### src/rtl/mng_pkg.sv
package mng_pkg;

	localparam int unsigned RateFracBits = 24;
	localparam int unsigned ThrW = 16;
	localparam int unsigned SampleW = 16;
	localparam int unsigned MagW = SampleW + 1;
	localparam int unsigned FrameW = 32;
	localparam int unsigned CfgIdxW = 2;

	localparam logic [ThrW-1:0] ThrReset = 16'd400;
	localparam logic [RateFracBits-1:0] AttackReset = 24'd335544;
	localparam logic [RateFracBits-1:0] ReleaseReset = 24'd8389;

	typedef enum logic [CfgIdxW-1:0] {
		REG_THRESHOLD = 2'd0,
		REG_ATTACK    = 2'd1,
		REG_RELEASE   = 2'd2
	} reg_idx_t;

	typedef struct packed {
		logic [ThrW-1:0]         threshold;
		logic [RateFracBits-1:0] attack_rate;
		logic [RateFracBits-1:0] release_rate;
	} cfg_t;

	typedef struct packed {
		logic busy;
		logic done;
	} mult_stat_t;

endpackage

### src/rtl/mng_cfg.sv
module mng_cfg
	import mng_pkg::*;
(
	input  logic                    clk,
	input  logic                    arst_n,
	input  logic                    cfg_valid,
	output logic                    cfg_ready,
	input  logic [CfgIdxW-1:0]      cfg_index,
	input  logic [RateFracBits-1:0] cfg_data,
	output cfg_t                    cfg
);

	cfg_t cfg_q;

	assign cfg_ready = 1'b1;
	assign cfg = cfg_q;

	always_ff @(posedge clk or negedge arst_n) begin
		if (!arst_n) begin
			cfg_q.threshold <= ThrReset;
			cfg_q.attack_rate <= AttackReset;
			cfg_q.release_rate <= ReleaseReset;
		end else if (cfg_valid) begin
			case (cfg_index)
				REG_THRESHOLD: cfg_q.threshold <= cfg_data[ThrW-1:0];
				REG_ATTACK:    cfg_q.attack_rate <= cfg_data;
				REG_RELEASE:   cfg_q.release_rate <= cfg_data;
				default:       cfg_q <= cfg_q;
			endcase
		end
	end

endmodule

### src/rtl/mng_serial_mult.sv
module mng_serial_mult
	import mng_pkg::*;
#(
	parameter int unsigned MCAND_W = 25,
	parameter int unsigned MPLIER_W = 24
) (
	input  logic                clk,
	input  logic                arst_n,
	input  logic                start,
	input  logic [MCAND_W-1:0]  mcand,
	input  logic [MPLIER_W-1:0] mplier,
	output logic [MCAND_W-1:0]  prod_hi,
	output logic [MPLIER_W-1:0] prod_lo,
	output mult_stat_t          stat
);

	localparam int unsigned CntW = (MPLIER_W > 1) ? $clog2(MPLIER_W) : 1;
	localparam logic [CntW-1:0] LastCnt = CntW'(MPLIER_W - 1);

	logic [MCAND_W-1:0]  mcand_q;
	logic [MCAND_W-1:0]  hi_q;
	logic [MPLIER_W-1:0] lo_q;
	logic [CntW-1:0]     cnt_q;
	logic                busy_q;
	logic                done_q;
	logic [MCAND_W:0]    sum;

	assign sum = {1'b0, hi_q} + (lo_q[0] ? {1'b0, mcand_q} : '0);

	always_ff @(posedge clk or negedge arst_n) begin
		if (!arst_n) begin
			busy_q <= 1'b0;
			done_q <= 1'b0;
			cnt_q <= '0;
		end else begin
			done_q <= 1'b0;
			if (start) begin
				busy_q <= 1'b1;
				cnt_q <= '0;
			end else if (busy_q) begin
				if (cnt_q == LastCnt) begin
					busy_q <= 1'b0;
					done_q <= 1'b1;
				end
				cnt_q <= cnt_q + 1'b1;
			end
		end
	end

	always_ff @(posedge clk) begin
		if (start) begin
			mcand_q <= mcand;
			hi_q <= '0;
			lo_q <= mplier;
		end else if (busy_q) begin
			hi_q <= sum[MCAND_W:1];
			lo_q <= {sum[0], lo_q[MPLIER_W-1:1]};
		end
	end

	assign prod_hi = hi_q;
	assign prod_lo = lo_q;
	assign stat.busy = busy_q;
	assign stat.done = done_q;

endmodule

### src/rtl/mic_sample_noise_gate.sv
// Noise gate for a microphone sample stream.
// Input channel: one 32-bit I2S frame per transfer on raw_frame; bits 31:16 form
// the signed 16-bit sample. A transfer happens when in_valid is high and in_stall
// is low. Output channel: one gated 16-bit sample per input transfer, moved when
// out_valid is high and out_stall is low.
// Configuration writes use cfg_valid/cfg_ready with cfg_index selecting the
// threshold, attack rate or release rate; cfg_ready is always high.
// One bit-serial shift-add multiplier does both products: first the gain update
// (gap to one times a rate when the sample reaches the threshold, else gain
// times the release rate, one rate bit per cycle), then the output (sample
// magnitude times the new gain). in_stall stays high from each input transfer
// until its result is loaded into the output register.
// The output register holds a finished sample while the receiver stalls; the
// next item is still taken and computed, and it waits in the multiplier until
// the output register is free.
// Reset closes the gate (gain zero), restores the default registers and
// empties the output register.
module mic_sample_noise_gate
	import mng_pkg::*;
#(
	parameter int unsigned GAIN_FRAC_BITS = 24
) (
	input  logic                     clk,
	input  logic                     arst_n,
	input  logic                     in_valid,
	output logic                     in_stall,
	input  logic [FrameW-1:0]        raw_frame,
	output logic                     out_valid,
	input  logic                     out_stall,
	output logic signed [SampleW-1:0] gated_sample,
	input  logic                     cfg_valid,
	output logic                     cfg_ready,
	input  logic [CfgIdxW-1:0]       cfg_index,
	input  logic [RateFracBits-1:0]  cfg_data
);

	localparam int unsigned GainW = GAIN_FRAC_BITS + 1;
	localparam logic [GainW-1:0] GainOne = {1'b1, {GAIN_FRAC_BITS{1'b0}}};

	typedef enum logic [1:0] {
		ST_IDLE,
		ST_UPD,
		ST_OUT
	} state_t;

	state_t                 state_q;
	cfg_t                   cfg;
	mult_stat_t             mult_stat;
	logic [GainW-1:0]       gain_q;
	logic [MagW-1:0]        mag_q;
	logic                   sneg_q;
	logic                   dneg_q;
	logic                   out_valid_q;
	logic [SampleW-1:0]     out_data_q;
	logic [MagW-1:0]        mag_c;
	logic                   open_c;
	logic                   start_c;
	logic [GainW-1:0]       mcand_c;
	logic [RateFracBits-1:0] mplier_c;
	logic [GainW-1:0]       prod_hi;
	logic [RateFracBits-1:0] prod_lo;
	logic                   sticky;
	logic [GainW:0]         gain_wide;
	logic [GainW-1:0]       gain_next;
	logic [GainW+RateFracBits-1:0] prod_full;
	logic [MagW-1:0]        res_mag;
	logic [MagW-1:0]        res_c;
	logic                   accept_in;
	logic                   out_free;
	logic                   out_load;

	mng_cfg u_cfg (
		.clk       (clk),
		.arst_n    (arst_n),
		.cfg_valid (cfg_valid),
		.cfg_ready (cfg_ready),
		.cfg_index (cfg_index),
		.cfg_data  (cfg_data),
		.cfg       (cfg)
	);

	mng_serial_mult #(
		.MCAND_W  (GainW),
		.MPLIER_W (RateFracBits)
	) u_mult (
		.clk     (clk),
		.arst_n  (arst_n),
		.start   (start_c),
		.mcand   (mcand_c),
		.mplier  (mplier_c),
		.prod_hi (prod_hi),
		.prod_lo (prod_lo),
		.stat    (mult_stat)
	);

	assign in_stall = (state_q != ST_IDLE);
	assign accept_in = in_valid && !in_stall;
	assign out_free = !out_valid_q || !out_stall;
	assign out_load = (state_q == ST_OUT) && !mult_stat.busy && out_free;

	assign mag_c = raw_frame[FrameW-1] ? (MagW'(0) - {1'b1, raw_frame[FrameW-1 -: SampleW]})
		: {1'b0, raw_frame[FrameW-1 -: SampleW]};
	assign open_c = (mag_c >= {1'b0, cfg.threshold});

	assign sticky = (prod_lo != '0);
	assign gain_wide = dneg_q ? ({1'b0, gain_q} - {1'b0, prod_hi} - (GainW+1)'(sticky))
		: ({1'b0, gain_q} + {1'b0, prod_hi});
	assign gain_next = gain_wide[GainW-1:0];

	assign prod_full = {prod_hi, prod_lo};
	assign res_mag = prod_full[GAIN_FRAC_BITS+SampleW -: MagW];
	assign res_c = sneg_q ? (MagW'(0) - res_mag) : res_mag;

	always_comb begin
		start_c = 1'b0;
		mcand_c = gain_next;
		mplier_c = RateFracBits'(mag_q);
		case (state_q)
			ST_IDLE: begin
				start_c = accept_in;
				if (open_c) begin
					mcand_c = GainOne - gain_q;
					mplier_c = (gain_q != GainOne) ? cfg.attack_rate : cfg.release_rate;
				end else begin
					mcand_c = gain_q;
					mplier_c = cfg.release_rate;
				end
			end
			ST_UPD: start_c = mult_stat.done;
			default: start_c = 1'b0;
		endcase
	end

	always_ff @(posedge clk or negedge arst_n) begin
		if (!arst_n) begin
			state_q <= ST_IDLE;
			gain_q <= '0;
			out_valid_q <= 1'b0;
		end else begin
			if (out_load) begin
				out_data_q <= res_c[SampleW-1:0];
				out_valid_q <= 1'b1;
			end else if (!out_stall) begin
				out_valid_q <= 1'b0;
			end
			case (state_q)
				ST_IDLE: begin
					if (accept_in) begin
						mag_q <= mag_c;
						sneg_q <= raw_frame[FrameW-1];
						dneg_q <= !open_c;
						state_q <= ST_UPD;
					end
				end
				ST_UPD: begin
					if (mult_stat.done) begin
						gain_q <= gain_next;
						state_q <= ST_OUT;
					end
				end
				ST_OUT: begin
					if (out_load) begin
						state_q <= ST_IDLE;
					end
				end
				default: state_q <= ST_IDLE;
			endcase
		end
	end

	assign out_valid = out_valid_q;
	assign gated_sample = out_data_q;

	a_accept_blocks: assert property (@(posedge clk) disable iff (!arst_n)
		accept_in |=> in_stall && mult_stat.busy)
		else $error("input transfer did not start the multiplier");

	a_idle_quiet: assert property (@(posedge clk) disable iff (!arst_n)
		(state_q == ST_IDLE) |-> !mult_stat.busy && !mult_stat.done)
		else $error("multiplier active while idle");

	a_gain_range: assert property (@(posedge clk) disable iff (!arst_n)
		gain_q <= GainOne)
		else $error("gain above one");

	a_done_finish: assert property (@(posedge clk) disable iff (!arst_n)
		mult_stat.done |-> !mult_stat.busy && $past(mult_stat.busy))
		else $error("multiplier done without a finished pass");

endmodule
### config.mk
export PLATFORM = sky130hd
export DESIGN_NAME = mic_sample_noise_gate
export DESIGN_NICKNAME = d
export VERILOG_FILES = /design/src/rtl/mng_pkg.sv /design/src/rtl/mng_cfg.sv /design/src/rtl/mng_serial_mult.sv /design/src/rtl/mic_sample_noise_gate.sv
export SDC_FILE = /design/constraint.sdc
export NUM_CORES = 1
export LEC_CHECK = 0
export ABC_AREA = 1
export BUFFER_PORTS_ARGS = -buffer_cell sky130_fd_sc_hd__buf_2
export CORE_ASPECT_RATIO = 1.1
export CORE_MARGIN = 4
export CORE_UTILIZATION = 37
export CTS_CLUSTER_SIZE = 20
export DETAILED_ROUTE_END_ITERATION = 16
export HOLD_SLACK_MARGIN = 0.05
export PLACE_DENSITY = 0.61
export SLEW_MARGIN = 5
export SYNTH_ARGS = -nofsm -noshare
export SYNTH_HDL_FRONTEND = slang
export SYNTH_SLANG_ARGS = --single-unit
### constraint.sdc
create_clock -name clk -period 4.56 [get_ports clk]
set_input_delay 0.912 -clock clk [delete_from_list [all_inputs] [get_ports clk]]
set_output_delay 0.912 -clock clk [all_outputs]
set_load 0.01 [all_outputs]
==> flow_summary.json <==
{
  "io_buffer_count": 64,
  "status": "completed",
  "critPathMostFrequentCell": "nand2_1",
  "cp_slowest_cell": "fa_1",
  "nFillCells": 4713,
  "remaining_drc_errors": 0,
  "cts.path.max_buffers": 3,
  "peakVddDrop_mv": 0.2531,
  "r2r_cells": 18,
  "synth_cell_types": 49,
  "io-pin-count": 82,
  "slowest_delay_ns": 0.59,
  "std_cell_rows": 80,
  "syn_nets": 2646,
  "endpoint": "u_mult.mcand_q[10]",
  "clock_tree.root_cell": "clkbuf_16",
  "synth-seq-area-share_pct": 33.61,
  "critical-path-top-delay-family": "simple AND/OR/NAND/NOR gates",
  "hp-class": "flop to flop",
  "holdBufCountCts": 0,
  "syn_avg_cell_area_sq_um": 6.669,
  "fin_crit_ns": 4.134,
  "p_per_area_nw_per_um2": 781.1,
  "critPathBufInv": 2,
  "maxCapViolations": 0,
  "drt_first_pass_iters": 5,
  "startpoint_type": "flop",
  "hold_ws_ns": 0.4616,
  "post-route-period-util_pct": 90.66,
  "worstSetupStartpoint": "u_mult.prod_lo[0]",
  "synth.most_common_cell": "nand2_1",
  "slew_headroom_pct": 26.80,
  "coreArea_sq_um": 43640,
  "layout-drive-gt1-share_pct": 7.050,
  "skew_ns": 0.01383,
  "grt-ovfl-total": 0,
  "netlist_instances": 2464,
  "crit_fanout": 5,
  "cts_tree": "yes",
  "finalSetupViolCount": 0,
  "setup-tns-final_ns": 0,
  "h-tree-depth": 1,
  "fmax_mhz": 241.9,
  "cts.sinks": 208,
  "drv_slew": 0,
  "synthesis.area_sq_um": 16430,
  "wl_per_cell_um": 15.85,
  "grt_usage_pct": 20.11,
  "drt_wl_total_mm": 49.15,
  "synthTopCellsByCount": "801 x nand2_1, 399 x inv_1, 183 x nand3_1",
  "die_height_um": 229.0,
  "fin_nets": 2688,
  "finalHoldViolations": 0,
  "p_leak_uw": 0.009597,
  "die_w_um": 208.9,
  "initial_core_util_pct": 37.65,
  "insertion_delay_ns": 0.55,
  "ys.flop_type": "edfxtp_1",
  "yosysTopAreaCellShare_pct": 18.30,
  "endpoint_kind": "flop",
  "cp_cell_sequence": "nor4_1 -> nand4_1 -> nand3b_1 -> fa_1 -> inv_1 -> ha_1 -> nor2_1 -> fa_1 -> nand2_1 -> nand2_1 -> nand2_1 -> nand2_1 -> nand2_1 -> a21oi_1 -> nor2_1 -> o21ai_0 -> buf_4 -> o21ai_0",
  "antenna_found_initial": 2,
  "cts_buffers": 25,
  "yosys_warnings": 0,
  "post_cts_resized": 0,
  "path_depth": 18,
  "viasPerCell": 5.025,
  "synth-seq-cells": 208,
  "grt_start_max_net_pins": 81,
  "tightestPinTransition_ns": 1.097,
  "synth_edf_count": 84,
  "power_uw": 14240,
  "area_delta_synth_final_pct": 10.91,
  "dr_total_vias": 15584,
  "cp.arrival_ns": 4.39,
  "r2r_end": "u_mult.mcand_q[10]",
  "critPathRequiredTime_ns": 4.82,
  "dr.first_iter.drc_count": 1167,
  "postCtsSetupBuffers": 0,
  "r2r_slack_ns": 0.43,
  "r2r-start": "u_mult.prod_lo[0]",
  "yosys-top-cells-area": "nand2_1 18%, edfxtp_1 15%, dfrtp_1 12%, inv_1 9.1%, ha_1 8.8%",
  "drtAntennaViolNets": 0,
  "rsz0062_at_grt": "no",
  "async_flop_share_pct": 47.60,
  "place_congestion": 0.9602,
  "critPathKind": "flop to flop",
  "clkTransAtPathRegs_ns": 0.06,
  "grt_pass1_vias": 15053,
  "post-dp-hpwl_mm": 38.30,
  "grt_pass1_wl_mm": 78.93,
  "die_area_sq_um": 47850,
  "synth_largest_area_cell": "nand2_1"
}
[worst min-delay path by stage]
| stage | from | endpoint | slack [ns] | cells after the start |
|---|---|---|---|---|
| global placement | u_mult.done_q | state_q[0] | 0.44 | 1 |
| floorplan | u_mult.done_q | state_q[0] | 0.43 | 1 |
| CTS | u_mult.cnt_q[3] | u_mult.cnt_q[3] | 0.47 | 1 |
| global route | u_mult.done_q | state_q[0] | 0.49 | 1 |
| finish | u_mult.done_q | state_q[0] | 0.46 | 1 |
| detailed placement | u_mult.done_q | state_q[0] | 0.45 | 1 |
[through the flow]
step	util, %	setup WS, ns	instances	cell area (sq um)
after CTS	41.75	0.4445	3099	18220
final	41.76	0.4258	3101	18230
after global routing	41.76	0.1751	3101	18230
after floorplan	-	1.026	2464	16430
after detailed placement	39.66	0.3810	3053	17310
after global placement	39.66	0.4035	3053	17310
[routing by layer]
layer | global-route usage, % | vias up | share of wire [%]
li1 | - | 7917 | -
met1 | 26.03 | 7220 | 44
met2 | 35.04 | 351 | 48
met3 | 2.067 | 96 | 3.9
met4 | 6.955 | 0 | 3.9
met5 | 0 | - | 0
[sequential cells by signal (all words and copies together), names as in the netlist, 2 cells and up]
| signal | flops |
|---|---|
| gain_q | 25 |
| mag_q | 17 |
| u_cfg.cfg | 64 |
| u_mult.prod_lo | 24 |
| u_mult.cnt_q | 5 |
| u_mult.prod_hi | 25 |
| gated_sample | 16 |
| u_mult.mcand_q | 25 |
| state_q | 2 |
[area by class of cell]
class	instances	area, sq um	share of cell area, %
diodes	2	5.005	0.02746
clock buffers	33	718.2	3.941
clock inverters	13	193.9	1.064
inverters	406	1524	8.362
multi-input cells	1782	9065	49.74
flip-flops and latches	208	5523	30.30
well taps	574	718.2	3.941
repair buffers	83	478.0	2.623
[worst register-to-register path: stages, from the launching register on]
cell and delay, ns:
edfxtp_1 0.38, nor4_1 0.47, nand4_1 0.13, nand3b_1 0.33
fa_1 0.59, inv_1 0.05, ha_1 0.17, nor2_1 0.17
fa_1 0.26, nand2_1 0.07, nand2_1 0.07, nand2_1 0.13
nand2_1 0.09, nand2_1 0.16, a21oi_1 0.27, nor2_1 0.08
o21ai_0 0.18, buf_4 0.16, o21ai_0 0.08
[power by group]
| part | switching [uW] | internal [uW] |
|---|---|---|
| clock network | 834 | 1350 |
| logic | 5980 | 2890 |
| registers | 531 | 2650 |
[cell usage in the layout (no fill, tap or decap), types with 3 or more instances in the layout]
master      Yosys  routed
buf_4           3      19
dfxtp_1        25      25
nor3_1         23      23
dfrtp_1        81      81
nor2_4          2       3
dfstp_2        18      18
inv_1         399     399
clkbuf_16       0      27
o21ai_1        13      13
clkinvlp_4      0       3
nor4_1         10      10
o21bai_1        4       4
xnor2_1         8       8
inv_2           7       7
nand2_2         3       4
nand3b_1        4       4
o21ai_0       168     168
o21ai_2         4       4
nand4_1        40      40
or2_2           5       5
fa_1            4       4
nor2_1        179     178
buf_2          14      63
nand3_1       183     183
o31ai_1         3       3
xor2_1         50      50
a21oi_1       134     134
nand2_1       801     800
bufinv_16       0       4
edfxtp_1       84      84
clkbuf_1       43       4
ha_1          115     115
nor2_2          7       7
[cell families (layout without fill, tap and decap cells)]
kind of cell    count (synthesis)  count (layout)  synth area share [%]
simple gates                 1268            1268                 32.17
buf+inv                       474             535                 11.28
compound gates                334             334                 10.49
flops                         208             208                 33.61
fa+ha+maj                     119             119                 9.244
xor+xnor                       58              58                 3.091
other cells                     2               4               0.04570
mux                             1               1               0.06092
Power figures use the tool's default switching activity.
